`src/i2crm_pkg.sv`:
```
// ----------------------------------------------------------------------------
// i2crm_pkg
// Shared types and constants of the I2C register master: request and
// result payloads, request modes and bus phases.
// ----------------------------------------------------------------------------
`default_nettype none

package i2crm_pkg;

	// Default number of bytes in a burst read
	localparam int BURST_LENGTH_DEF = 8;

	// Request modes
	typedef enum logic [1:0] {
		MODE_TICK  = 2'd0,
		MODE_WRITE = 2'd1,
		MODE_READ  = 2'd2,
		MODE_BURST = 2'd3
	} mode_t;

	// Bus phases
	typedef enum logic [4:0] {
		PH_IDLE      = 5'd0,
		PH_START1    = 5'd1,
		PH_ADDRW     = 5'd2,
		PH_ACK_ADDRW = 5'd3,
		PH_CMD       = 5'd4,
		PH_ACK_CMD   = 5'd5,
		PH_DATA      = 5'd6,
		PH_ACK_DATA  = 5'd7,
		PH_START2    = 5'd8,
		PH_ADDRR     = 5'd9,
		PH_ACK_ADDRR = 5'd10,
		PH_RECV      = 5'd11,
		PH_MACK      = 5'd12,
		PH_STOP      = 5'd13
	} phase_t;

	// One request item (one bus tick)
	typedef struct packed {
		mode_t      mode;
		logic [7:0] command_byte;
		logic [7:0] write_data;
		logic       sda_in;
	} req_item_t;

	// One result item
	typedef struct packed {
		logic       scl_out;
		logic       sda_out;
		logic       busy_res;
		logic       byte_valid;
		logic [7:0] read_byte;
		logic       done_res;
		logic       nack_seen;
	} rsp_item_t;

endpackage

`default_nettype wire

```
`src/i2crm_if.sv`:
```
// ----------------------------------------------------------------------------
// i2crm_if
// Valid/ready channels of the I2C register master: request and result.
// ----------------------------------------------------------------------------
`default_nettype none

interface i2crm_req_if;
	logic             valid;
	logic             ready;
	i2crm_pkg::mode_t mode;
	logic [7:0]       command_byte;
	logic [7:0]       write_data;
	logic             sda_in;

	modport source (output valid, output mode, output command_byte,
		output write_data, output sda_in, input ready);
	modport sink (input valid, input mode, input command_byte,
		input write_data, input sda_in, output ready);
endinterface

interface i2crm_rsp_if;
	logic       valid;
	logic       ready;
	logic       scl_out;
	logic       sda_out;
	logic       busy_res;
	logic       byte_valid;
	logic [7:0] read_byte;
	logic       done_res;
	logic       nack_seen;

	modport source (output valid, output scl_out, output sda_out, output busy_res,
		output byte_valid, output read_byte, output done_res, output nack_seen,
		input ready);
	modport sink (input valid, input scl_out, input sda_out, input busy_res,
		input byte_valid, input read_byte, input done_res, input nack_seen,
		output ready);
endinterface

`default_nettype wire

```
`src/i2crm_in_reg.sv`:
```
// ----------------------------------------------------------------------------
// i2crm_in_reg
// Input register: captures one request transfer, releases it when the
// engine consumes it.
// ----------------------------------------------------------------------------
`default_nettype none

module i2crm_in_reg (
	input  wire logic              clk,
	input  wire logic              arst_n,
	i2crm_req_if.sink              request,
	input  wire logic              advance,
	output logic                   valid_s1,
	output i2crm_pkg::req_item_t   item_s1
);

	// Accept when empty or when the held item moves on this cycle
	assign request.ready = !valid_s1 || advance;

	always_ff @(posedge clk or negedge arst_n) begin
		if (!arst_n) begin
			valid_s1 <= 1'b0;
		end else if (request.ready) begin
			valid_s1 <= request.valid;
		end
	end

	// Payload, no reset
	always_ff @(posedge clk) begin
		if (request.valid && request.ready) begin
			item_s1.mode         <= request.mode;
			item_s1.command_byte <= request.command_byte;
			item_s1.write_data   <= request.write_data;
			item_s1.sda_in       <= request.sda_in;
		end
	end

endmodule

`default_nettype wire

```
`src/i2crm_engine.sv`:
```
// ----------------------------------------------------------------------------
// i2crm_engine
// Bus sequencer: one pin action per consumed tick. Holds the phase, bit
// position, shift byte and pin levels; computes the result of the tick.
// ----------------------------------------------------------------------------
`default_nettype none

module i2crm_engine #(
	parameter int BURST_LENGTH = i2crm_pkg::BURST_LENGTH_DEF
) (
	input  wire logic                 clk,
	input  wire logic                 arst_n,
	input  wire logic                 step_en,
	input  wire i2crm_pkg::req_item_t item,
	input  wire logic [6:0]           device_address,
	output i2crm_pkg::rsp_item_t      result
);

	localparam int CNT_W = (BURST_LENGTH > 1) ? $clog2(BURST_LENGTH) : 1;
	localparam logic [CNT_W-1:0] LAST_CNT = CNT_W'(BURST_LENGTH - 1);

	i2crm_pkg::phase_t phase_q, phase_d;
	i2crm_pkg::mode_t  kind_q, kind_d;
	logic [1:0]        step_q, step_d;
	logic [2:0]        bit_q, bit_d;
	logic [CNT_W-1:0]  cnt_q, cnt_d;
	logic [7:0]        shift_q, shift_d;
	logic [7:0]        cmd_q, cmd_d;
	logic [7:0]        data_q, data_d;
	logic              nack_q, nack_d;
	logic              scl_q, scl_d;
	logic              sda_q, sda_d;
	logic              byte_vld;
	logic [7:0]        byte_val;
	logic              done;
	logic              nack_rep;
	logic [7:0]        addr_w;
	logic [7:0]        addr_r;

	assign addr_w = {device_address, 1'b0};
	assign addr_r = {device_address, 1'b1};

	// Next state and pin action for this tick
	always_comb begin
		phase_d  = phase_q;
		kind_d   = kind_q;
		step_d   = step_q;
		bit_d    = bit_q;
		cnt_d    = cnt_q;
		shift_d  = shift_q;
		cmd_d    = cmd_q;
		data_d   = data_q;
		nack_d   = nack_q;
		scl_d    = scl_q;
		sda_d    = sda_q;
		byte_vld = 1'b0;
		byte_val = 8'h00;
		done     = 1'b0;
		nack_rep = 1'b0;

		// New request, only when idle; acts on this same tick
		if (phase_q == i2crm_pkg::PH_IDLE && item.mode != i2crm_pkg::MODE_TICK) begin
			kind_d  = item.mode;
			cmd_d   = item.command_byte;
			data_d  = item.write_data;
			nack_d  = 1'b0;
			cnt_d   = '0;
			bit_d   = 3'd0;
			step_d  = 2'd0;
			phase_d = i2crm_pkg::PH_START1;
		end

		unique case (phase_d)
			i2crm_pkg::PH_IDLE: begin
				scl_d = 1'b1;
				sda_d = 1'b1;
			end
			// start and repeated start
			i2crm_pkg::PH_START1, i2crm_pkg::PH_START2: begin
				unique case (step_d)
					2'd0: begin
						sda_d  = 1'b1;
						step_d = 2'd1;
					end
					2'd1: begin
						scl_d  = 1'b1;
						step_d = 2'd2;
					end
					2'd2: begin
						sda_d  = 1'b0;
						step_d = 2'd3;
					end
					default: begin
						scl_d  = 1'b0;
						bit_d  = 3'd0;
						step_d = 2'd0;
						if (phase_d == i2crm_pkg::PH_START1) begin
							shift_d = addr_w;
							phase_d = i2crm_pkg::PH_ADDRW;
						end else begin
							shift_d = addr_r;
							phase_d = i2crm_pkg::PH_ADDRR;
						end
					end
				endcase
			end
			// master sends a byte, MSB first
			i2crm_pkg::PH_ADDRW, i2crm_pkg::PH_CMD, i2crm_pkg::PH_DATA,
			i2crm_pkg::PH_ADDRR: begin
				unique case (step_d)
					2'd0: begin
						sda_d  = shift_d[7];
						step_d = 2'd1;
					end
					2'd1: begin
						scl_d  = 1'b1;
						step_d = 2'd2;
					end
					default: begin
						scl_d   = 1'b0;
						shift_d = {shift_d[6:0], 1'b0};
						step_d  = 2'd0;
						if (bit_d == 3'd7) begin
							bit_d = 3'd0;
							unique case (phase_d)
								i2crm_pkg::PH_ADDRW: phase_d = i2crm_pkg::PH_ACK_ADDRW;
								i2crm_pkg::PH_CMD:   phase_d = i2crm_pkg::PH_ACK_CMD;
								i2crm_pkg::PH_DATA:  phase_d = i2crm_pkg::PH_ACK_DATA;
								default:             phase_d = i2crm_pkg::PH_ACK_ADDRR;
							endcase
						end else begin
							bit_d = bit_d + 3'd1;
						end
					end
				endcase
			end
			// slave ack, sampled into the sticky flag
			i2crm_pkg::PH_ACK_ADDRW, i2crm_pkg::PH_ACK_CMD, i2crm_pkg::PH_ACK_DATA,
			i2crm_pkg::PH_ACK_ADDRR: begin
				unique case (step_d)
					2'd0: begin
						sda_d  = 1'b1;
						step_d = 2'd1;
					end
					2'd1: begin
						scl_d  = 1'b1;
						step_d = 2'd2;
					end
					2'd2: begin
						nack_d = nack_d | item.sda_in;
						step_d = 2'd3;
					end
					default: begin
						scl_d  = 1'b0;
						step_d = 2'd0;
						unique case (phase_d)
							i2crm_pkg::PH_ACK_ADDRW: begin
								shift_d = cmd_d;
								bit_d   = 3'd0;
								phase_d = i2crm_pkg::PH_CMD;
							end
							i2crm_pkg::PH_ACK_CMD: begin
								if (kind_d == i2crm_pkg::MODE_WRITE) begin
									shift_d = data_d;
									bit_d   = 3'd0;
									phase_d = i2crm_pkg::PH_DATA;
								end else begin
									phase_d = i2crm_pkg::PH_START2;
								end
							end
							i2crm_pkg::PH_ACK_DATA: begin
								phase_d = i2crm_pkg::PH_STOP;
							end
							default: begin
								cnt_d   = '0;
								shift_d = 8'h00;
								bit_d   = 3'd0;
								phase_d = i2crm_pkg::PH_RECV;
							end
						endcase
					end
				endcase
			end
			// receive a byte, MSB first
			i2crm_pkg::PH_RECV: begin
				unique case (step_d)
					2'd0: begin
						sda_d  = 1'b1;
						step_d = 2'd1;
					end
					2'd1: begin
						scl_d  = 1'b1;
						step_d = 2'd2;
					end
					2'd2: begin
						shift_d = {shift_d[6:0], item.sda_in};
						step_d  = 2'd3;
					end
					default: begin
						scl_d = 1'b0;
						if (bit_d == 3'd7) begin
							byte_vld = 1'b1;
							byte_val = shift_d;
							bit_d    = 3'd0;
							step_d   = 2'd0;
							phase_d  = i2crm_pkg::PH_MACK;
						end else begin
							bit_d  = bit_d + 3'd1;
							step_d = 2'd1;
						end
					end
				endcase
			end
			// master ack: low in a burst, high (NACK) otherwise
			i2crm_pkg::PH_MACK: begin
				unique case (step_d)
					2'd0: begin
						sda_d  = (kind_d == i2crm_pkg::MODE_BURST) ? 1'b0 : 1'b1;
						step_d = 2'd1;
					end
					2'd1: begin
						scl_d  = 1'b1;
						step_d = 2'd2;
					end
					default: begin
						scl_d  = 1'b0;
						step_d = 2'd0;
						if (kind_d == i2crm_pkg::MODE_BURST && cnt_d < LAST_CNT) begin
							cnt_d   = cnt_d + CNT_W'(1);
							shift_d = 8'h00;
							bit_d   = 3'd0;
							phase_d = i2crm_pkg::PH_RECV;
						end else begin
							phase_d = i2crm_pkg::PH_STOP;
						end
					end
				endcase
			end
			// stop condition
			i2crm_pkg::PH_STOP: begin
				unique case (step_d)
					2'd0: begin
						sda_d  = 1'b0;
						step_d = 2'd1;
					end
					2'd1: begin
						scl_d  = 1'b1;
						step_d = 2'd2;
					end
					default: begin
						sda_d    = 1'b1;
						done     = 1'b1;
						nack_rep = nack_d;
						phase_d  = i2crm_pkg::PH_IDLE;
						step_d   = 2'd0;
						bit_d    = 3'd0;
						cnt_d    = '0;
					end
				endcase
			end
			// unused phase codes recover to idle
			default: begin
				phase_d = i2crm_pkg::PH_IDLE;
				step_d  = 2'd0;
				bit_d   = 3'd0;
				cnt_d   = '0;
				scl_d   = 1'b1;
				sda_d   = 1'b1;
			end
		endcase
	end

	// Result of this tick
	always_comb begin
		result.scl_out    = scl_d;
		result.sda_out    = sda_d;
		result.busy_res   = (phase_d != i2crm_pkg::PH_IDLE);
		result.byte_valid = byte_vld;
		result.read_byte  = byte_val;
		result.done_res   = done;
		result.nack_seen  = nack_rep;
	end

	// State registers
	always_ff @(posedge clk or negedge arst_n) begin
		if (!arst_n) begin
			phase_q <= i2crm_pkg::PH_IDLE;
			kind_q  <= i2crm_pkg::MODE_TICK;
			step_q  <= 2'd0;
			bit_q   <= 3'd0;
			cnt_q   <= '0;
			shift_q <= 8'h00;
			cmd_q   <= 8'h00;
			data_q  <= 8'h00;
			nack_q  <= 1'b0;
			scl_q   <= 1'b1;
			sda_q   <= 1'b1;
		end else if (step_en) begin
			phase_q <= phase_d;
			kind_q  <= kind_d;
			step_q  <= step_d;
			bit_q   <= bit_d;
			cnt_q   <= cnt_d;
			shift_q <= shift_d;
			cmd_q   <= cmd_d;
			data_q  <= data_d;
			nack_q  <= nack_d;
			scl_q   <= scl_d;
			sda_q   <= sda_d;
		end
	end

endmodule

`default_nettype wire

```
`src/i2crm_out_reg.sv`:
```
// ----------------------------------------------------------------------------
// i2crm_out_reg
// Result register: holds one result until the downstream transfer.
// ----------------------------------------------------------------------------
`default_nettype none

module i2crm_out_reg (
	input  wire logic                 clk,
	input  wire logic                 arst_n,
	input  wire logic                 load,
	input  wire i2crm_pkg::rsp_item_t result,
	output logic                      space,
	i2crm_rsp_if.source               rsp
);

	logic                 valid_q;
	i2crm_pkg::rsp_item_t data_q;

	// Room for a new result when empty or draining this cycle
	assign space = !valid_q || rsp.ready;

	always_ff @(posedge clk or negedge arst_n) begin
		if (!arst_n) begin
			valid_q <= 1'b0;
		end else if (space) begin
			valid_q <= load;
		end
	end

	always_ff @(posedge clk) begin
		if (load) begin
			data_q <= result;
		end
	end

	assign rsp.valid      = valid_q;
	assign rsp.scl_out    = data_q.scl_out;
	assign rsp.sda_out    = data_q.sda_out;
	assign rsp.busy_res   = data_q.busy_res;
	assign rsp.byte_valid = data_q.byte_valid;
	assign rsp.read_byte  = data_q.read_byte;
	assign rsp.done_res   = data_q.done_res;
	assign rsp.nack_seen  = data_q.nack_seen;

endmodule

`default_nettype wire

```
`src/i2c_register_master_core.sv`:
```
// ----------------------------------------------------------------------------
// i2c_register_master_core
// I2C master that drives SCL/SDA itself: register write, register read and
// burst read, one pin action per request tick.
// ----------------------------------------------------------------------------
//  channel   dir  handshake        payload
//  request   in   valid/ready      mode, command_byte, write_data, sda_in
//  result    out  valid/ready      scl_out, sda_out, busy_res, byte_valid,
//                                  read_byte, done_res, nack_seen
//  cfg       in   cfg_we           cfg_wdata (device address, 7 bits)
//
//  One tick per clock while the result side takes results; a tick passes the
//  input register, then the sequencer logic into the result register.
//  Reset leaves the bus idle with both pins released.
//  A stalled result holds the result register; the input register takes one
//  more tick only if it was empty, then ready drops until the result drains.
// ----------------------------------------------------------------------------
`default_nettype none

module i2c_register_master_core #(
	parameter int BURST_LENGTH = i2crm_pkg::BURST_LENGTH_DEF
) (
	input  wire logic       clk,
	input  wire logic       arst_n,
	i2crm_req_if.sink       request,
	i2crm_rsp_if.source     result,
	input  wire logic       cfg_we,
	input  wire logic [6:0] cfg_wdata
);

	logic                 valid_s1;
	i2crm_pkg::req_item_t item_s1;
	i2crm_pkg::rsp_item_t step_res;
	logic                 space;
	logic                 advance;
	logic [6:0]           dev_addr_q;

	// Device address register
	always_ff @(posedge clk or negedge arst_n) begin
		if (!arst_n) begin
			dev_addr_q <= 7'd0;
		end else if (cfg_we) begin
			dev_addr_q <= cfg_wdata;
		end
	end

	// A tick is consumed when the result register has room
	assign advance = valid_s1 && space;

	i2crm_in_reg u_in_reg (
		.clk      (clk),
		.arst_n   (arst_n),
		.request  (request),
		.advance  (advance),
		.valid_s1 (valid_s1),
		.item_s1  (item_s1)
	);

	i2crm_engine #(
		.BURST_LENGTH (BURST_LENGTH)
	) u_engine (
		.clk            (clk),
		.arst_n         (arst_n),
		.step_en        (advance),
		.item           (item_s1),
		.device_address (dev_addr_q),
		.result         (step_res)
	);

	i2crm_out_reg u_out_reg (
		.clk    (clk),
		.arst_n (arst_n),
		.load   (advance),
		.result (step_res),
		.space  (space),
		.rsp    (result)
	);

endmodule

`default_nettype wire

```
`src/flat_wrapper.sv`:
```
// flat-port wrapper written by rule: the top's interface ports become plain ports
module i2c_register_master_core_flat 
#(
	parameter int BURST_LENGTH = i2crm_pkg::BURST_LENGTH_DEF
)
  (clk, arst_n, cfg_we, cfg_wdata, request_valid, request_mode, request_command_byte, request_write_data, request_sda_in, request_ready, result_valid, result_scl_out, result_sda_out, result_busy_res, result_byte_valid, result_read_byte, result_done_res, result_nack_seen, result_ready);
  i2crm_req_if request_i ();
  i2crm_rsp_if result_i ();
  input  wire logic clk;
  input  wire logic arst_n;
  input  wire logic cfg_we;
  input  wire logic [6:0] cfg_wdata;
  input wire logic [$bits(request_i.valid)-1:0] request_valid;
  input wire logic [$bits(request_i.mode)-1:0] request_mode;
  input wire logic [$bits(request_i.command_byte)-1:0] request_command_byte;
  input wire logic [$bits(request_i.write_data)-1:0] request_write_data;
  input wire logic [$bits(request_i.sda_in)-1:0] request_sda_in;
  output wire logic [$bits(request_i.ready)-1:0] request_ready;
  output wire logic [$bits(result_i.valid)-1:0] result_valid;
  output wire logic [$bits(result_i.scl_out)-1:0] result_scl_out;
  output wire logic [$bits(result_i.sda_out)-1:0] result_sda_out;
  output wire logic [$bits(result_i.busy_res)-1:0] result_busy_res;
  output wire logic [$bits(result_i.byte_valid)-1:0] result_byte_valid;
  output wire logic [$bits(result_i.read_byte)-1:0] result_read_byte;
  output wire logic [$bits(result_i.done_res)-1:0] result_done_res;
  output wire logic [$bits(result_i.nack_seen)-1:0] result_nack_seen;
  input wire logic [$bits(result_i.ready)-1:0] result_ready;
  assign request_i.valid = request_valid;
  assign request_i.mode = request_mode;
  assign request_i.command_byte = request_command_byte;
  assign request_i.write_data = request_write_data;
  assign request_i.sda_in = request_sda_in;
  assign request_ready = request_i.ready;
  assign result_valid = result_i.valid;
  assign result_scl_out = result_i.scl_out;
  assign result_sda_out = result_i.sda_out;
  assign result_busy_res = result_i.busy_res;
  assign result_byte_valid = result_i.byte_valid;
  assign result_read_byte = result_i.read_byte;
  assign result_done_res = result_i.done_res;
  assign result_nack_seen = result_i.nack_seen;
  assign result_i.ready = result_ready;
  i2c_register_master_core #(.BURST_LENGTH(BURST_LENGTH)) u_core (.clk(clk), .arst_n(arst_n), .request(request_i), .result(result_i), .cfg_we(cfg_we), .cfg_wdata(cfg_wdata));
endmodule
```
`config.mk`:
```
export PLATFORM = sky130hd
export DESIGN_NAME = i2c_register_master_core_flat
export DESIGN_NICKNAME = d
export VERILOG_FILES = /design/src/i2crm_pkg.sv /design/src/i2crm_if.sv /design/src/i2crm_in_reg.sv /design/src/i2crm_engine.sv /design/src/i2crm_out_reg.sv /design/src/i2c_register_master_core.sv /design/src/flat_wrapper.sv
export SDC_FILE = /design/constraint.sdc
export NUM_CORES = 1
export LEC_CHECK = 0
export ABC_AREA = 0
export ABC_CLOCK_PERIOD_IN_PS = 6300
export BUFFER_PORTS_ARGS = -buffer_cell sky130_fd_sc_hd__buf_2
export CORE_ASPECT_RATIO = 0.75
export CORE_MARGIN = 4
export CORE_UTILIZATION = 55
export DETAILED_ROUTE_END_ITERATION = 6
export PLACE_DENSITY = 0.86
export SLEW_MARGIN = 10
export SYNTH_ARGS = -nofsm -noshare
export SYNTH_HDL_FRONTEND = slang
export SYNTH_SLANG_ARGS = --single-unit
```
`constraint.sdc`:
```
create_clock -name clk -period 6.3 [get_ports clk]
set_input_delay 0.63 -clock clk [delete_from_list [all_inputs] [get_ports clk]]
set_output_delay 0.63 -clock clk [all_outputs]
set_load 0.03 [all_outputs]
```
==> results.yml, run 1 <==
status:
  status: "complete, no violations"
worst_setup_path:
  criticalPathCategory: "reg2reg"
  critical_path_arrival_ns: 4.56
  critical_path.startpoint: "u_core.u_engine.phase_q[1]"
  critPathLaunchType: "register"
  worst_r2r_startpoint: "u_core.u_engine.phase_q[1]"
  worstPathRequired_ns: 6.53
  critical_path_peak_fanout: 29
  critPathCaptureType: "register"
floorplan:
  fp-row-count: 28
  floorplan.core_area_um2: 7953
  die_width_um: 113.0
  boundaryPins: 47
  dieArea_um2: 9806
  floorplan.die.height_um: 86.77
  floorplan.initialDensity_pct: 57.21
sta:
  hold_viol: 0
  tightest_slew_ns: 1.081
  grt_setup_unrepaired: "no"
  final-setup-viol-count: 0
  timing.final.crit_share_pct: 68.76
  slew-limit-headroom_pct: 27.70
  setup_tns_ns: 0
  setup_ws_ns: 1.968
  timing.final.max_slew_violations: 0
  worst_clock_skew_ns: 0.009009
  timing.fmax_mhz: 230.9
  finalCriticalPeriod_ns: 4.332
detailed_routing:
  met2WireLength_mm: 4.869
  detailroute.via_count: 3639
  routed_via_density: 6.318
  antenna_violating_nets_post_route: 0
  dr.max_layer_used: "met4"
  detail_route.drc_violations: 0
  drt_pre_antenna_iters: 5
  met3_length_mm: 1.280
  wirelength_mm: 11.41
  drt_first_iter_violations: 369
  met1Wirelength_mm: 5.038
  detail_route.wl_per_cell_um: 19.81
placement:
  post_place_cells: 560
  port_buffers: 46
  place_congestion: 1.032
  dp_slack_ns: 2.098
  placed_cell_area_um2: 4818
  dp_hpwl_mm: 8.117
global_routing:
  maximum_number_of_pins_on_one_net_before_global_route_repair: 52
  antenna_found_initial: 0
  track_usage_pct: 24.44
  overflow: 0
  first_global_vias: 3430
  grt_first_pass_wirelength_mm: 18.52
synthesis:
  synthesis.nets: 468
  yosysUniqueCellTypes: 70
  share_of_cell_area_taken_by_muxes_after_synthesis_pct: 9.131
  syn_avg_cell_area_um2: 10.63
  synth_edf_count: 33
  synth_fa_ha_area_share_pct: 2.475
  ys.flop_type: "dfrtp_1"
  synth_simple_gate_area_share_pct: 19.14
  synth-seq-cells: 84
  yosys_warnings: 0
  synth-xor-area-share_pct: 0
  syn_inst: 428
  synth_top_family_by_area: "simple AND/OR/NAND/NOR gates"
  synth_compound_area_share_pct: 15.84
  synth-seq-area-share_pct: 49.89
  netlist_area_um2: 4549
  synth-async-reset-ratio_pct: 60.71
hold_path:
  holdCritPathClass: "in2async"
power_and_ir_drop:
  internal-power_mw: 1.246
  power.switching_fraction_pct: 40.79
  share_seq_of_total_power_pct: 39.5
  power.share.combinational_pct: 41.9
  power.density_nw_per_um2: 419.4
  p_leak_nw: 2.083
  total_switching_power_uw: 858.3
  vdd_ir_drop_max_mv: 0.2168
  p_clk_share_pct: 18.6
cells_and_area:
  area_growth_syn_to_layout_pct: 10.29
  insertedDiodeCount: 0
  layout-drive-gt1-share_pct: 25.05
  finish.instance_area_um2: 5017
  fillerInstances: 642
  instances_no_fill: 576
  utilization_pct: 63.09
  finish.net_count: 506
cts:
  cts_sinks: 84
  cts-buffers-inserted: 9
  tritoncts: "done"
  ctsResizeCount: 0
  cts_root_buf: "clkbuf_8"
  number_of_hold_buffers_added_after_cts: 0
  clockBufferDepth: 2
  cts.reportedPaths.clkPinSlew_ns: 0.09
  post_cts_buffers: 0
  clk_latency_ns: 0.35
  htreeDepth: 3
flow_run:
  max_cap_viol_count: 0
[power groups by stage]
stage	Clock, mW	Sequential [mW]	Combinational [mW]
after floorplan	0	0.804	0.672
after global placement	0	0.828	0.839
after detailed placement	0	0.836	0.859
after CTS	0.399	0.825	0.864
after global routing	0.424	0.845	0.963
final	0.392	0.831	0.881
[synth_stat cells, types with 8 or more instances]
cell type / n / share of area (%)
nand2b_1: 9 / 1.2
inv_1: 8 / 0.66
edfxtp_1: 33 / 22
mux2_2: 35 / 8.7
a21oi_1: 23 / 2.5
and2_1: 17 / 2.3
dfrtp_1: 49 / 27
ha_1: 9 / 2.5
nand2_1: 63 / 5.2
nor2_1: 22 / 1.8
a22o_1: 11 / 2.1
nor3_1: 8 / 0.88
or3_1: 10 / 1.4
o21ai_0: 8 / 0.88
buf_2: 11 / 1.2
[sequential cells by signal, indices dropped and copies added, names as in the netlist, 2 cells and up]
register	cells
u_core.u_engine.step_q	2
u_core.u_engine.cmd_q	8
u_core.u_engine.shift_q	8
u_core.u_engine.cnt_q	3
u_core.u_engine.data_q	8
u_core.u_in_reg.item_s1	19
u_core.dev_addr_q	7
u_core.u_engine.phase_q	5
u_core.u_out_reg.rsp.read_byte	8
u_core.u_engine.kind_q	2
u_core.u_engine.bit_q	3
[placed cells by master, fill, tap and decap left out, types with 6 or more instances in the layout]
| master | Yosys | routed |
|---|---|---|
| a31oi_1 | 6 | 6 |
| a21oi_1 | 23 | 23 |
| clkbuf_8 | 0 | 9 |
| ha_1 | 9 | 9 |
| and2_1 | 17 | 17 |
| o21ai_0 | 8 | 8 |
| mux2_2 | 35 | 35 |
| buf_2 | 11 | 46 |
| nand2_1 | 63 | 63 |
| nand2b_1 | 9 | 9 |
| inv_1 | 8 | 8 |
| or3_1 | 10 | 10 |
| dfrtp_1 | 49 | 49 |
| nand3_1 | 7 | 7 |
| nor2_1 | 22 | 22 |
| nor3_1 | 8 | 8 |
| a22o_1 | 11 | 11 |
| edfxtp_1 | 33 | 33 |
[per-layer routing]
metal,up-vias,GRT usage (%)
met3,25,7.467
li1,1652,-
met5,-,0
met4,0,8.734
met1,1731,35.62
met2,231,34.57
[path summary, 6_finish.rpt]
| path | endpoint | slack [ns] | depth (start not counted) |
|---|---|---|---|
| worst max-delay path | u_core.u_out_reg.rsp.busy_res | 1.97 | 11 |
| worst min-delay path | u_core.u_engine.phase_q[1] | 0.37 | 2 |
| worst max register to register | u_core.u_out_reg.rsp.busy_res | 1.97 | 11 |
| worst min register to register | u_core.u_engine.bit_q[0] | 0.48 | 1 |
| max in group asynchronous | u_core.u_engine.shift_q[5] | 5.45 | 2 |
| min in group clk | u_core.u_in_reg.item_s1[6] | 0.44 | 1 |
[critical path, cell delays in order (launching register included)]
cell and delay [ns]:
dfrtp_1 0.64, nor3_2 0.48, nand3_1 0.86, nand2_1 0.55
inv_1 0.17, ha_1 0.34, clkinv_1 0.25, a211oi_1 0.08
or4_1 0.52, o2111ai_1 0.14, nor2_1 0.09, nand3_1 0.08
[kinds of logic after synthesis]
family	count (synthesis)
buf+inv	33
mux	37
fa+ha+maj	9
flops	84
simple gates	168
compound gates	97
[area by class of cell]
type / instances / area [um2] / share of cell area, %
tap: 105 / 131.4 / 2.618
multi-input combinational: 311 / 2120 / 42.24
timing repair buffer: 50 / 260.3 / 5.187
inverter: 10 / 37.54 / 0.7481
sequential: 84 / 2270 / 45.24
clock buffer: 10 / 127.6 / 2.544
clock inverter: 6 / 71.32 / 1.421
[per-stage QoR]
step	hold slack [ns]	power [mW]
final	0.3720	2.104
after global routing	0.4186	2.233
after CTS	0.4123	2.088
after detailed placement	0.4676	1.695
after global placement	0.4603	1.668
after floorplan	0.3344	1.476
Power figures use the tool's default switching activity.
==> run 2, diff against run 1 <==
--- a/config.mk
+++ b/config.mk
@@ -5,14 +5,14 @@
 export SDC_FILE = /design/constraint.sdc
 export NUM_CORES = 1
 export LEC_CHECK = 0
-export ABC_AREA = 0
-export ABC_CLOCK_PERIOD_IN_PS = 6300
+export ABC_AREA = 1
+export ABC_CLOCK_PERIOD_IN_PS = 3600
 export BUFFER_PORTS_ARGS = -buffer_cell sky130_fd_sc_hd__buf_2
 export CORE_ASPECT_RATIO = 0.75
 export CORE_MARGIN = 4
-export CORE_UTILIZATION = 55
+export CORE_UTILIZATION = 54
 export DETAILED_ROUTE_END_ITERATION = 6
-export PLACE_DENSITY = 0.86
+export PLACE_DENSITY = 0.88
 export SLEW_MARGIN = 10
 export SYNTH_ARGS = -nofsm -noshare
 export SYNTH_HDL_FRONTEND = slang
==> constraint.sdc (replaced) <==
create_clock -name clk -period 3.6 [get_ports clk]
set_input_delay 0.36 -clock clk [delete_from_list [all_inputs] [get_ports clk]]
set_output_delay 0.36 -clock clk [all_outputs]
set_load 0.03 [all_outputs]
==> results.yml, run 2 <==
floorplan:
  floorplan.die.height_um: 88.28
  fp-row-count: 28
  dieArea_um2: 10150
  floorplan.initialDensity_pct: 57.08
  boundaryPins: 47
  die_width_um: 115.0
  floorplan.core_area_um2: 8128
worst_setup_path:
  critical_path_arrival_ns: 2.81
  worst_r2r_path_depth: 13
  r2r_end: "u_core.u_out_reg.rsp.busy_res"
  critPathLaunchType: "register"
  critical_path_peak_fanout: 8
  criticalPathCategory: "reg2reg"
  r2r_setup_slack_ns: 0.87
  worst_r2r_startpoint: "u_core.u_in_reg.item_s1[18]"
  worstPathRequired_ns: 3.69
  critPathCaptureType: "register"
synthesis:
  synth_edf_count: 33
  synth.area.top_cells: "dfrtp_1, edfxtp_1, nand2_1"
  netlist_area_um2: 4639
  synth-async-reset-ratio_pct: 60.71
  syn_inst: 548
  ys.flop_type: "dfrtp_1"
  synth_common_cells: "nand2_1, inv_1, o21ai_0"
  synthesis.nets: 588
  yosysUniqueCellTypes: 39
  yosysTopAreaCell: "dfrtp_1"
  synth-seq-cells: 84
  yosys_warnings: 0
  synth-seq-area-share_pct: 48.92
  synth_top_area_share_pct: 26.43
  post-synth-top-count-cell: "nand2_1"
  syn_avg_cell_area_um2: 8.466
cells_and_area:
  regMostFlops: "u_core.u_in_reg.item_s1"
  mostFrequentLayoutCells: "nand2_1, inv_1, o21ai_0"
  fillerInstances: 646
  finish.net_count: 636
  insertedDiodeCount: 0
  layout-drive-gt1-share_pct: 19.80
  largest_register_ff_count: 19
  area_growth_syn_to_layout_pct: 12.68
  utilization_pct: 64.32
  mostFrequentLayoutCell: "nand2_1"
hold_path:
  hold-path-cell-count: 1
  timing.hold.worst.start: "request_write_data[0]"
  holdCritPathClass: "in2reg"
  timing.hold.worst_endpoint: "u_core.u_in_reg.item_s1[1]"
cts:
  cts-buffers-inserted: 9
  cts_sinks: 84
  cts.reportedPaths.clkPinSlew_ns: 0.06
  tritoncts: "done"
  clockBufferDepth: 2
  clk_latency_ns: 0.34
  htreeDepth: 3
  cts_root_buf: "clkbuf_16"
sta:
  final-setup-viol-count: 0
  timing.final.crit_share_pct: 75.74
  timing.fmax_mhz: 366.8
  timing.final.max_slew_violations: 0
  setup_tns_ns: 0
  grt_setup_unrepaired: "no"
  tightest_slew_ns: 0.8483
  finalCriticalPeriod_ns: 2.727
  hold_viol: 0
  slew-limit-headroom_pct: 43.38
  setup_ws_ns: 0.8735
  worst_clock_skew_ns: 0.008050
global_routing:
  track_usage_pct: 22.72
  antenna_found_initial: 0
  first_global_vias: 3685
  overflow: 0
  grt_first_pass_wirelength_mm: 17.91
  maximum_number_of_pins_on_one_net_before_global_route_repair: 36
placement:
  place_congestion: 0.9760
  port_buffers: 46
  dp_hpwl_mm: 7.987
  dp_slack_ns: 0.9333
power_and_ir_drop:
  vdd_ir_drop_max_mv: 0.4444
  p_clk_share_pct: 18.9
  total_switching_power_mw: 2.041
  power.share.combinational_pct: 49.2
  share_seq_of_total_power_pct: 31.9
  internal-power_mw: 2.420
  p_leak_nw: 2.517
  power.density_nw_per_um2: 853.5
  power.switching_fraction_pct: 45.75
detailed_routing:
  antenna_violating_nets_post_route: 0
  detailroute.via_count: 3863
  drt_pre_antenna_iters: 5
  drt_first_iter_violations: 305
  detail_route.wl_per_cell_um: 15.20
  detail_route.drc_violations: 0
  routed_via_density: 5.472
  wirelength_mm: 10.73
status:
  status: "complete, no violations"
flow_run:
  max_cap_viol_count: 0
run 2: cell types whose count changed after synthesis, moves of 10 or more:
| cell | before | now |
|---|---|---|
| a21oi_1 | 23 | 12 |
| a22o_1 | 11 | 0 |
| and2_1 | 17 | 0 |
| inv_1 | 8 | 63 |
| mux2_2 | 35 | 7 |
| nand2_1 | 63 | 151 |
| nand2_2 | 0 | 13 |
| nand3_1 | 7 | 37 |
| nor2_1 | 22 | 39 |
| o21ai_0 | 8 | 58 |
| or3_1 | 10 | 0 |
run 2: logic make-up after synthesis:
group                      after synthesis  share of synthesized area, %
adders and majority gates                9                         2.427
and+or+nand+nor                        266                         27.51
AOI/OAI and AO/OA                       97                         11.89
DFF                                     84                         48.92
muxes                                    7                         1.699
buffers and inverters                   85                         7.551
run 2: how the worst max path moves through the flow:
| stage | start | to | cells after the start |
|---|---|---|---|
| floorplan | u_core.u_in_reg.item_s1[18] | u_core.u_out_reg.rsp.busy_res | 16 |
| global placement | u_core.u_in_reg.item_s1[18] | u_core.u_out_reg.rsp.busy_res | 13 |
| detailed placement | u_core.u_in_reg.item_s1[18] | u_core.u_out_reg.rsp.busy_res | 13 |
| CTS | u_core.u_in_reg.item_s1[18] | u_core.u_out_reg.rsp.busy_res | 13 |
| global route | u_core.u_in_reg.item_s1[18] | u_core.u_out_reg.rsp.busy_res | 13 |
| finish | u_core.u_in_reg.item_s1[18] | u_core.u_out_reg.rsp.busy_res | 13 |
run 2: power groups by stage:
stage / sequential [mW] / combinational (mW) / clock, mW
2_1_floorplan: 1.45 / 1.67 / 0
3_3_place_gp: 1.42 / 2.13 / 0
3_5_place_dp: 1.43 / 2.16 / 0
4_1_cts: 1.42 / 2.17 / 0.861
5_1_grt: 1.45 / 2.46 / 0.899
6_report: 1.42 / 2.20 / 0.843
run 2: layout make-up:
class	count	area (um2)	share of cell area (%)
flip-flops and latches	84	2270	43.42
multi-input cells	379	2019	38.63
repair buffers	51	270.3	5.170
inverters	71	269.0	5.146
clock buffers	10	229.0	4.380
well taps	105	131.4	2.513
clock inverters	6	38.79	0.7420
run 2: worst max-delay path, cell delays in order (launching register included):
cell      delay, ns
edfxtp_1       0.46
nor2_1         0.26
nor2_1         0.08
nand2_2        0.14
nand2_1        0.19
inv_1          0.20
ha_1           0.32
inv_1          0.21
nor2_1         0.18
o22ai_1        0.10
nand2_1        0.06
nand3_1        0.08
nor2_1         0.12
nand3_1        0.07
run 2: timing repair:
item / CTS / global route
buffers inserted: 0 / 0
hold buffers: 1 / 0
resized for setup: 0 / 0
endpoints found under the setup margin: 0 / 0
hold endpoints to repair: 14 / 0
run 2: through the flow:
step	hold WS [ns]	cell area (um2)	cells	total power, mW
after floorplan	0.06441	4639	548	3.124
after detailed placement	0.3253	4950	689	3.591
final	0.1938	5228	706	4.462
after global placement	0.3142	4950	689	3.551
after CTS	0.1810	5228	706	4.451
after global routing	0.1807	5228	706	4.808
run 2: routing by layer:
| metal | vias to the layer above | part of all wire [%] | track usage (%) |
|---|---|---|---|
| met5 | - | 0 | 0 |
| met4 | 0 | 1.5 | 7.356 |
| met3 | 20 | 8.4 | 5.742 |
| met2 | 157 | 46 | 35.66 |
| met1 | 1790 | 44 | 31.35 |
| li1 | 1896 | - | - |
